[config.mk]
export PLATFORM = sky130hd
export DESIGN_NAME = mrb_ctrl
export DESIGN_NICKNAME = d
export VERILOG_FILES = /design/src/hw/rtl/mrb_pkg.sv /design/src/hw/rtl/mrb_ctrl.sv
export SDC_FILE = /design/constraint.sdc
export NUM_CORES = 1
export LEC_CHECK = 0
export BUFFER_PORTS_ARGS = -buffer_cell sky130_fd_sc_hd__buf_2
export CORE_MARGIN = 4
export CORE_UTILIZATION = 50
export CTS_CLUSTER_DIAMETER = 50
export DETAILED_ROUTE_END_ITERATION = 16
export HOLD_SLACK_MARGIN = 0.03
export PLACE_DENSITY = 0.82
export SLEW_MARGIN = 40
export SYNTH_ARGS = -nofsm -noshare
export SYNTH_HDL_FRONTEND = slang
export SYNTH_SLANG_ARGS = --single-unit
[constraint.sdc]
create_clock -name clk -period 2.8 [get_ports clk]
set_input_delay 0.14 -clock clk [delete_from_list [all_inputs] [get_ports clk]]
set_output_delay 0.14 -clock clk [all_outputs]
set_load 0.01 [all_outputs]
[src/hw/rtl/mrb_pkg.sv]
// shared constants, payload types, and controller/datapath types for the message ring buffer
package mrb_pkg;

  localparam int MEM_BYTES = 4096;
  localparam int ADDR_W    = $clog2(MEM_BYTES);
  localparam int EXT_W     = ADDR_W + 1;
  localparam int SIZE_W    = 16;
  localparam int SUM_W     = $clog2(MEM_BYTES + (1 << SIZE_W) + 8);
  localparam int CFG_W     = 13;
  localparam int CAP_W     = $clog2(MEM_BYTES + 1);
  localparam int COUNT_W   = 11;
  localparam int OFFSET_W  = 12;
  localparam int APB_AW    = 3;
  localparam int APB_DW    = 32;

  localparam int CAP_MIN   = 16;
  localparam int CAP_RESET = (MEM_BYTES < 4096) ? MEM_BYTES : 4096;
  localparam int HDR_BYTES = 4;

  localparam logic [COUNT_W-1:0] COUNT_MAX   = '1;
  localparam logic [7:0]         MARKER_BYTE = 8'hff;

  // byte positions inside a header
  localparam logic [1:0] BYTE_LO   = 2'd0;
  localparam logic [1:0] BYTE_HI   = 2'd1;
  localparam logic [1:0] BYTE_TOP  = 2'd3;
  localparam logic [1:0] BYTE_LAST = 2'd3;

  typedef enum logic [1:0] {
    MODE_ALLOC = 2'd0,
    MODE_PEEK  = 2'd1,
    MODE_POP   = 2'd2,
    MODE_CLEAR = 2'd3
  } mode_t;

  typedef enum logic [1:0] {
    STATUS_OK      = 2'd0,
    STATUS_EMPTY   = 2'd1,
    STATUS_CORRUPT = 2'd2
  } status_t;

  typedef struct packed {
    logic [1:0]        mode;
    logic [SIZE_W-1:0] request_size;
  } mrb_req_t;

  typedef struct packed {
    logic [1:0]          status;
    logic [OFFSET_W-1:0] payload_offset;
    logic [SIZE_W-1:0]   message_size;
    logic [COUNT_W-1:0]  stored_count;
  } mrb_rsp_t;

  typedef enum logic [3:0] {
    S_IDLE,
    S_EVAL,
    S_MARK,
    S_HDR,
    S_RD_TOP,
    S_CHK,
    S_RD_LO,
    S_RD_HI,
    S_RD_END,
    S_FINISH
  } ctrl_state_t;

  typedef struct packed {
    logic       capture;
    logic       eval;
    logic       mem_wr;
    logic       wr_marker;
    logic [1:0] byte_sel;
    logic       rewind;
    logic       cap_lo;
    logic       cap_hi;
    logic       set_status;
    logic [1:0] status_code;
    logic       finish;
  } mrb_cmd_t;

  typedef struct packed {
    logic [1:0] mode;
    logic       alloc_ok;
    logic       alloc_wrap;
    logic       empty;
    logic       marker;
    logic       corrupt;
    logic       write_zero;
    logic       out_free;
  } mrb_stat_t;

endpackage

[src/hw/rtl/mrb_ctrl.sv]
// sequencing state machine for the message ring buffer
module mrb_ctrl (
  input  logic               clk,
  input  logic               rst,
  input  logic               req_valid,
  output logic               req_ready,
  input  mrb_pkg::mrb_stat_t stat,
  output mrb_pkg::mrb_cmd_t  cmd
);
  import mrb_pkg::*;

  ctrl_state_t state, state_next;
  logic [1:0]  cnt, cnt_next;

  always_ff @(posedge clk) begin
    if (rst) begin
      state <= S_IDLE;
      cnt   <= '0;
    end else begin
      state <= state_next;
      cnt   <= cnt_next;
    end
  end

  // byte counter runs only while marker or header bytes are written
  always_comb begin
    if (state == S_MARK || state == S_HDR) begin
      cnt_next = cnt + 2'd1;
    end else begin
      cnt_next = '0;
    end
  end

  always_comb begin
    state_next = state;
    case (state)
      S_IDLE: begin
        if (req_valid) state_next = S_EVAL;
      end
      S_EVAL: begin
        case (mode_t'(stat.mode))
          MODE_ALLOC: begin
            if (!stat.alloc_ok)     state_next = S_FINISH;
            else if (stat.alloc_wrap) state_next = S_MARK;
            else                    state_next = S_HDR;
          end
          MODE_CLEAR: state_next = S_FINISH;
          default: begin
            if (stat.empty) state_next = S_FINISH;
            else            state_next = S_RD_TOP;
          end
        endcase
      end
      S_MARK: begin
        if (cnt == BYTE_LAST) state_next = S_HDR;
      end
      S_HDR: begin
        if (cnt == BYTE_LAST) state_next = S_FINISH;
      end
      S_RD_TOP: state_next = S_CHK;
      S_CHK: begin
        if (stat.marker && (stat.corrupt || stat.write_zero)) state_next = S_FINISH;
        else                                                  state_next = S_RD_LO;
      end
      S_RD_LO:  state_next = S_RD_HI;
      S_RD_HI:  state_next = S_RD_END;
      S_RD_END: state_next = S_FINISH;
      S_FINISH: begin
        if (stat.out_free) state_next = S_IDLE;
      end
      default: state_next = S_IDLE;
    endcase
  end

  always_comb begin
    cmd       = '0;
    req_ready = (state == S_IDLE);
    case (state)
      S_IDLE: cmd.capture = req_valid;
      S_EVAL: begin
        case (mode_t'(stat.mode))
          MODE_ALLOC: begin
            cmd.eval = 1'b1;
            if (!stat.alloc_ok) begin
              cmd.set_status  = 1'b1;
              cmd.status_code = STATUS_EMPTY;
            end
          end
          MODE_PEEK, MODE_POP: begin
            if (stat.empty) begin
              cmd.set_status  = 1'b1;
              cmd.status_code = STATUS_EMPTY;
            end
          end
          default: cmd.set_status = 1'b0;
        endcase
      end
      S_MARK: begin
        cmd.mem_wr    = 1'b1;
        cmd.wr_marker = 1'b1;
        cmd.byte_sel  = cnt;
      end
      S_HDR: begin
        cmd.mem_wr   = 1'b1;
        cmd.byte_sel = cnt;
      end
      S_RD_TOP: cmd.byte_sel = BYTE_TOP;
      S_CHK: begin
        if (stat.marker) begin
          if (stat.corrupt) begin
            cmd.set_status  = 1'b1;
            cmd.status_code = STATUS_CORRUPT;
          end else begin
            // a wrap marker sends the read side back to offset 0, even on peek
            cmd.rewind = 1'b1;
            if (stat.write_zero) begin
              cmd.set_status  = 1'b1;
              cmd.status_code = STATUS_EMPTY;
            end
          end
        end
      end
      S_RD_LO: cmd.byte_sel = BYTE_LO;
      S_RD_HI: begin
        cmd.byte_sel = BYTE_HI;
        cmd.cap_lo   = 1'b1;
      end
      S_RD_END: cmd.cap_hi = 1'b1;
      S_FINISH: cmd.finish = stat.out_free;
      default: cmd = '0;
    endcase
  end

  a_idle_cnt_zero: assert property (@(posedge clk) disable iff (rst)
    (state == S_IDLE) |-> (cnt == '0))
    else $error("byte counter not at zero in idle");

  a_finish_to_idle: assert property (@(posedge clk) disable iff (rst)
    cmd.finish |=> (state == S_IDLE))
    else $error("controller did not return to idle after a result");

endmodule

== After elaboration in Yosys (flattened, before gate mapping) ==
Index checks and enable logic that the tools add are counted.
Storage, ports and cells
  register bits after elaboration: 6
  input port bits: 12
  output and inout bits: 14
Cells by class
  $add $sub $neg: 1
  eq/ne operators: 17
  multiplexer cells: 30
  bitwise logic cells: 1
  reductions and logical operators: 9
Operators by type and width (count)
  case mux 4 bit (10 select lines): 1
  two-way mux 4 bit: 7
  == test 4 x 3 -> 1 bit, second input constant: 4
  two-way mux 3 bit: 5
  two-way mux 1 bit: 12
  == test 4 x 2 -> 1 bit, second input constant: 2
  == test 4 bit, second input constant: 2
  case mux 4 bit (2 select lines): 1
  == test 2 bit, second input constant: 3
  case mux 2 bit (3 select lines): 1
  case mux 3 bit (2 select lines): 1
  OR reduction 2 bit: 3
  == test 4 x 1 -> 1 bit, second input constant: 1
  zero test 4 bit: 1
  != test 2 x 1 -> 1 bit, second input constant: 2
  != test 2 bit, second input constant: 2
  case mux 2 bit (2 select lines): 1
  AND reduction 4 bit: 1
  adder 2 x 1 -> 2 bit, second input constant: 1
  == test 2 x 1 -> 1 bit, second input constant: 1
  zero test 2 bit: 1
  logical OR 1 bit: 2
  case mux 1 bit (2 select lines): 1
  logical AND 1 bit: 1
  NOT 1 bit: 1

== Logic depth before layout (Yosys ltp) ==
  depth in word-level cells: 4
  mapped depth: 6
  depth with buffers taken out: 6

== Worst setup path before layout ==
No wires, ideal clock.
  path type: register -> register
  start point: reg state[2]
  end point: reg state[0]
  setup time: 0.084 ns
  arrival time: 1.463 ns
  path slack: 1.253 ns
  stages on the path, launching flop included: 6
  buffers on the path: 1
  period minus slack after synthesis: 1.547 ns
  cell sequence: dfxtp_1 buf_6 or4b_4 o41ai_2 a211oi_1 o31ai_2
Between the ends
  word-level cells in the longest chain between the ends: 3
  elaborated cells on any way between the ends: 16
  classes of those cells: eq/ne (13); mux (1); reduce/logical (2)
RTL lines
  start, declared: RTL line mrb_ctrl.sv:12  | ctrl_state_t state, state_next;
  start signal, assigned: RTL line mrb_ctrl.sv:20  | state <= state_next;
  == test 4 x 2 -> 1 bit (tied with other cells): RTL line mrb_ctrl.sv:36  | case (state)
  != test 2 x 1 -> 1 bit (no source line) / != test 2 bit (equally long branches)
  AND reduction 4 bit (no source line)
Several ways; a longest one is shown, not always the timed one.
A chain may end at the register's enable or synchronous reset.

==> impl_metrics.env <==
export IMPL_die_w_um=44.0
export IMPL_end_kind="primary output"
export IMPL_viasPerCell=6.07
export IMPL_dp_slack_ps=1010
export IMPL_crit_start="state[0]"
export IMPL_cts_sinks=6
export IMPL_regToRegSetupSlack_ps=1020
export IMPL_synth_nets=101
export IMPL_seqPwrFrac=0.321
export IMPL_power_frac_comb=0.485
export IMPL_drc=0
export IMPL_io_pins=26
export IMPL_tritoncts="built"
export IMPL_startpoint_type="flop"
export IMPL_use_met1=0.240
export IMPL_hpwl_mm=1.18
export IMPL_critical_path_class="reg2out"
export IMPL_leakagePower_uw=0.000367
export IMPL_cts_setup_buffers=0
export IMPL_drive_gt1_frac=0.318
export IMPL_met2_usage=0.247
export IMPL_final_util=0.662
export IMPL_synth_cell_types=37
export IMPL_internal_power_uw=249
export IMPL_ant_nets=0
export IMPL_yosysWarnings=0
export IMPL_synth_edf_count=0
export IMPL_min_from="rst"
export IMPL_async_reset_ff_frac=0
export IMPL_max_slew_margin=0.640
export IMPL_finClkSkew_ps=3.10
export IMPL_crit_path_max_incr_delay_ps=600
export IMPL_wl_mm=1.56
export IMPL_drv_cap=0
export IMPL_gp_congestion=0.824
export IMPL_grt_pass1_wl_mm=2.52
export IMPL_yosysMostFrequentCell="nor2_1"
export IMPL_clockBufferDepth=2
export IMPL_area_growth_pct=19.5
export IMPL_avgSynthCellArea_um2=7.64
export IMPL_overflow=0
export IMPL_core_um2=1170
export IMPL_p_per_area_nw_per_um2=555
export IMPL_required_ps=2660
export IMPL_fin_ws_ps=766
export IMPL_clk_latency_ps=250
export IMPL_grtUsageMet3=0.0407
export IMPL_final_hold_violation_count=0
export IMPL_grt_usage=0.171
export IMPL_busiest_layer="met2"
export IMPL_ys_top_cells_by_area="dfxtp_1 18%, ha_1 7.7%, nor3_1 4.6%, nor2_1 4.6%, inv_1 4.0%"
export IMPL_post_cts_resized=0
export IMPL_die_height_um=44.0
export IMPL_yosysTopAreaCellShare=0.185
export IMPL_timing_fmax_mhz=492
export IMPL_worstPathArrival_ps=1890
export IMPL_hold_ws_ps=165
export IMPL_cts_buffers=3
export IMPL_rsz0062_at_grt="no"
export IMPL_irDropWorstVdd_mv=0.307
export IMPL_clkTransAtPathRegs_ps=50
export IMPL_ctsHoldBuffers=0
export IMPL_h_tree_depth=1
export IMPL_stdcell_area_um2=776
export IMPL_dieArea_um2=1940
export IMPL_yosys_area_top_type="dfxtp_1"
export IMPL_drt_iter0_markers=26
export IMPL_synthTopCellsByCount="8 x nor2_1, 7 x inv_1, 6 x dfxtp_1, 6 x nor3_1"
export IMPL_p_sw_uw=181
export IMPL_drv_slew=0
export IMPL_portBuffers=25
export IMPL_floorplan_initialDensity=0.554
export IMPL_reg2reg_depth=4
export IMPL_vias=734
export IMPL_min_to="state[1]"
export IMPL_synth_seq_area_share=0.185
export IMPL_crit_family="simple AND/OR/NAND/NOR gates"
export IMPL_wl_per_cell_um=12.9
export IMPL_crit_chain="or4b_4, nor3_1, o21bai_1, buf_2"
export IMPL_holdCritPathClass="in2reg"
export IMPL_run_status="complete, no violations"
export IMPL_min_period_ps=2030
export IMPL_worst_slew_pin_transition_ps=539
export IMPL_clockRootBuffer="clkbuf_4"
export IMPL_holdPathStages=2
export IMPL_synth_area_um2=649
export IMPL_antenna_found_initial=0
export IMPL_path_buf_inv=1
export IMPL_reg2reg_to="state[0]"
export IMPL_dpl_cell_area_um2=753
export IMPL_synth_top_flop_cell="dfxtp_1"
export IMPL_synthCells=85
export IMPL_reg2reg_from="state[0]"
export IMPL_rows=12
export IMPL_path_max_fanout=16
export IMPL_tns_ps=0
export IMPL_pwr_share_clk=0.194
export IMPL_grt_pass1_vias=601
export IMPL_fin_nets=125
export IMPL_first_pass_iters=4
export IMPL_cp_slowest_cell="dfxtp_1"
export IMPL_synth_seq_cells=6
export IMPL_period_share=0.727
export IMPL_setup_viol=0
export IMPL_antennaDiodeCount=0
export IMPL_grt_max_degree=20
export IMPL_switching_share=0.422
how the worst max path moves through the flow:
stage / end / slack [ps] / cells past startpoint
after detailed placement: state[0] / 1010 / 4
after global placement: cmd[3] / 1020 / 4
final: cmd[3] / 770 / 4
after CTS: cmd[3] / 740 / 4
after floorplan: state[0] / 1250 / 5
after global routing: cmd[1] / 590 / 5
worst reg2reg max path: cells and delay by family (launching register included):
| kind | cells | cell delay, ps |
|---|---|---|
| DFF | 1 | 600 |
| and+or+nand+nor | 1 | 550 |
| AOI/OAI and AO/OA | 3 | 550 |
metal layers:
layer | vias to the layer above | routed length (um) | share of wire
met5 | - | 0 | 0
met4 | 0 | 20 | 0.013
met3 | 4 | 123 | 0.079
met2 | 39 | 708 | 0.45
met1 | 327 | 709 | 0.45
li1 | 364 | - | -
power groups by stage:
stage	Combinational, uW	Clock [uW]	Sequential (uW)
floorplan	187	0	109
global placement	205	0	138
detailed placement	207	0	140
CTS	208	87.9	138
global route	230	95.2	145
finish	209	83.3	138
flip-flops by register name, summed over array words and instances, names as in the netlist:
signal  flops
state       4
cnt         2
metrics by stage:
step | instances | total power, uW
floorplan | 85 | 296
CTS | 121 | 434
global route | 121 | 470
global placement | 118 | 343
detailed placement | 118 | 346
finish | 121 | 430
placed cells by master, fill, tap and decap left out:
cell type	instances
o22ai_1	1
nor4_1	3
nor3_1	6
a22oi_1	2
xnor2_1	1
a21o_1	1
o21ai_1	1
nor2b_1	4
ha_1	4
buf_2	25
o21bai_1	1
o21ai_0	2
nand2_1	1
nand2b_1	4
or4_1	2
or2_2	2
nor3b_1	1
nor2_1	8
clkbuf_4	3
o221ai_1	1
inv_1	7
or3_1	3
o221a_2	1
a21oi_1	3
o22a_1	1
a211oi_1	3
o31ai_1	1
or4b_4	1
nand4bb_1	1
o32ai_1	2
o21a_1	1
nor4b_1	1
o31ai_2	1
dfxtp_1	6
and2_1	1
o41ai_2	1
cell type report:
type | count | area (um2)
inverters | 7 | 26.3
flip-flops and latches | 6 | 120
well taps | 14 | 17.5
multi-input cells | 66 | 464
clock buffers | 3 | 22.5
fillers | 107 | 395
repair buffers | 25 | 125
kinds of logic after synthesis:
kind of cell	Yosys count	share of synthesized area
simple gates	38	0.349
fa+ha+maj	4	0.0771
flops	6	0.185
compound gates	23	0.276
buf+inv	13	0.100
xor+xnor	1	0.0135
No activity file was read; power rests on OpenSTA's default activity.
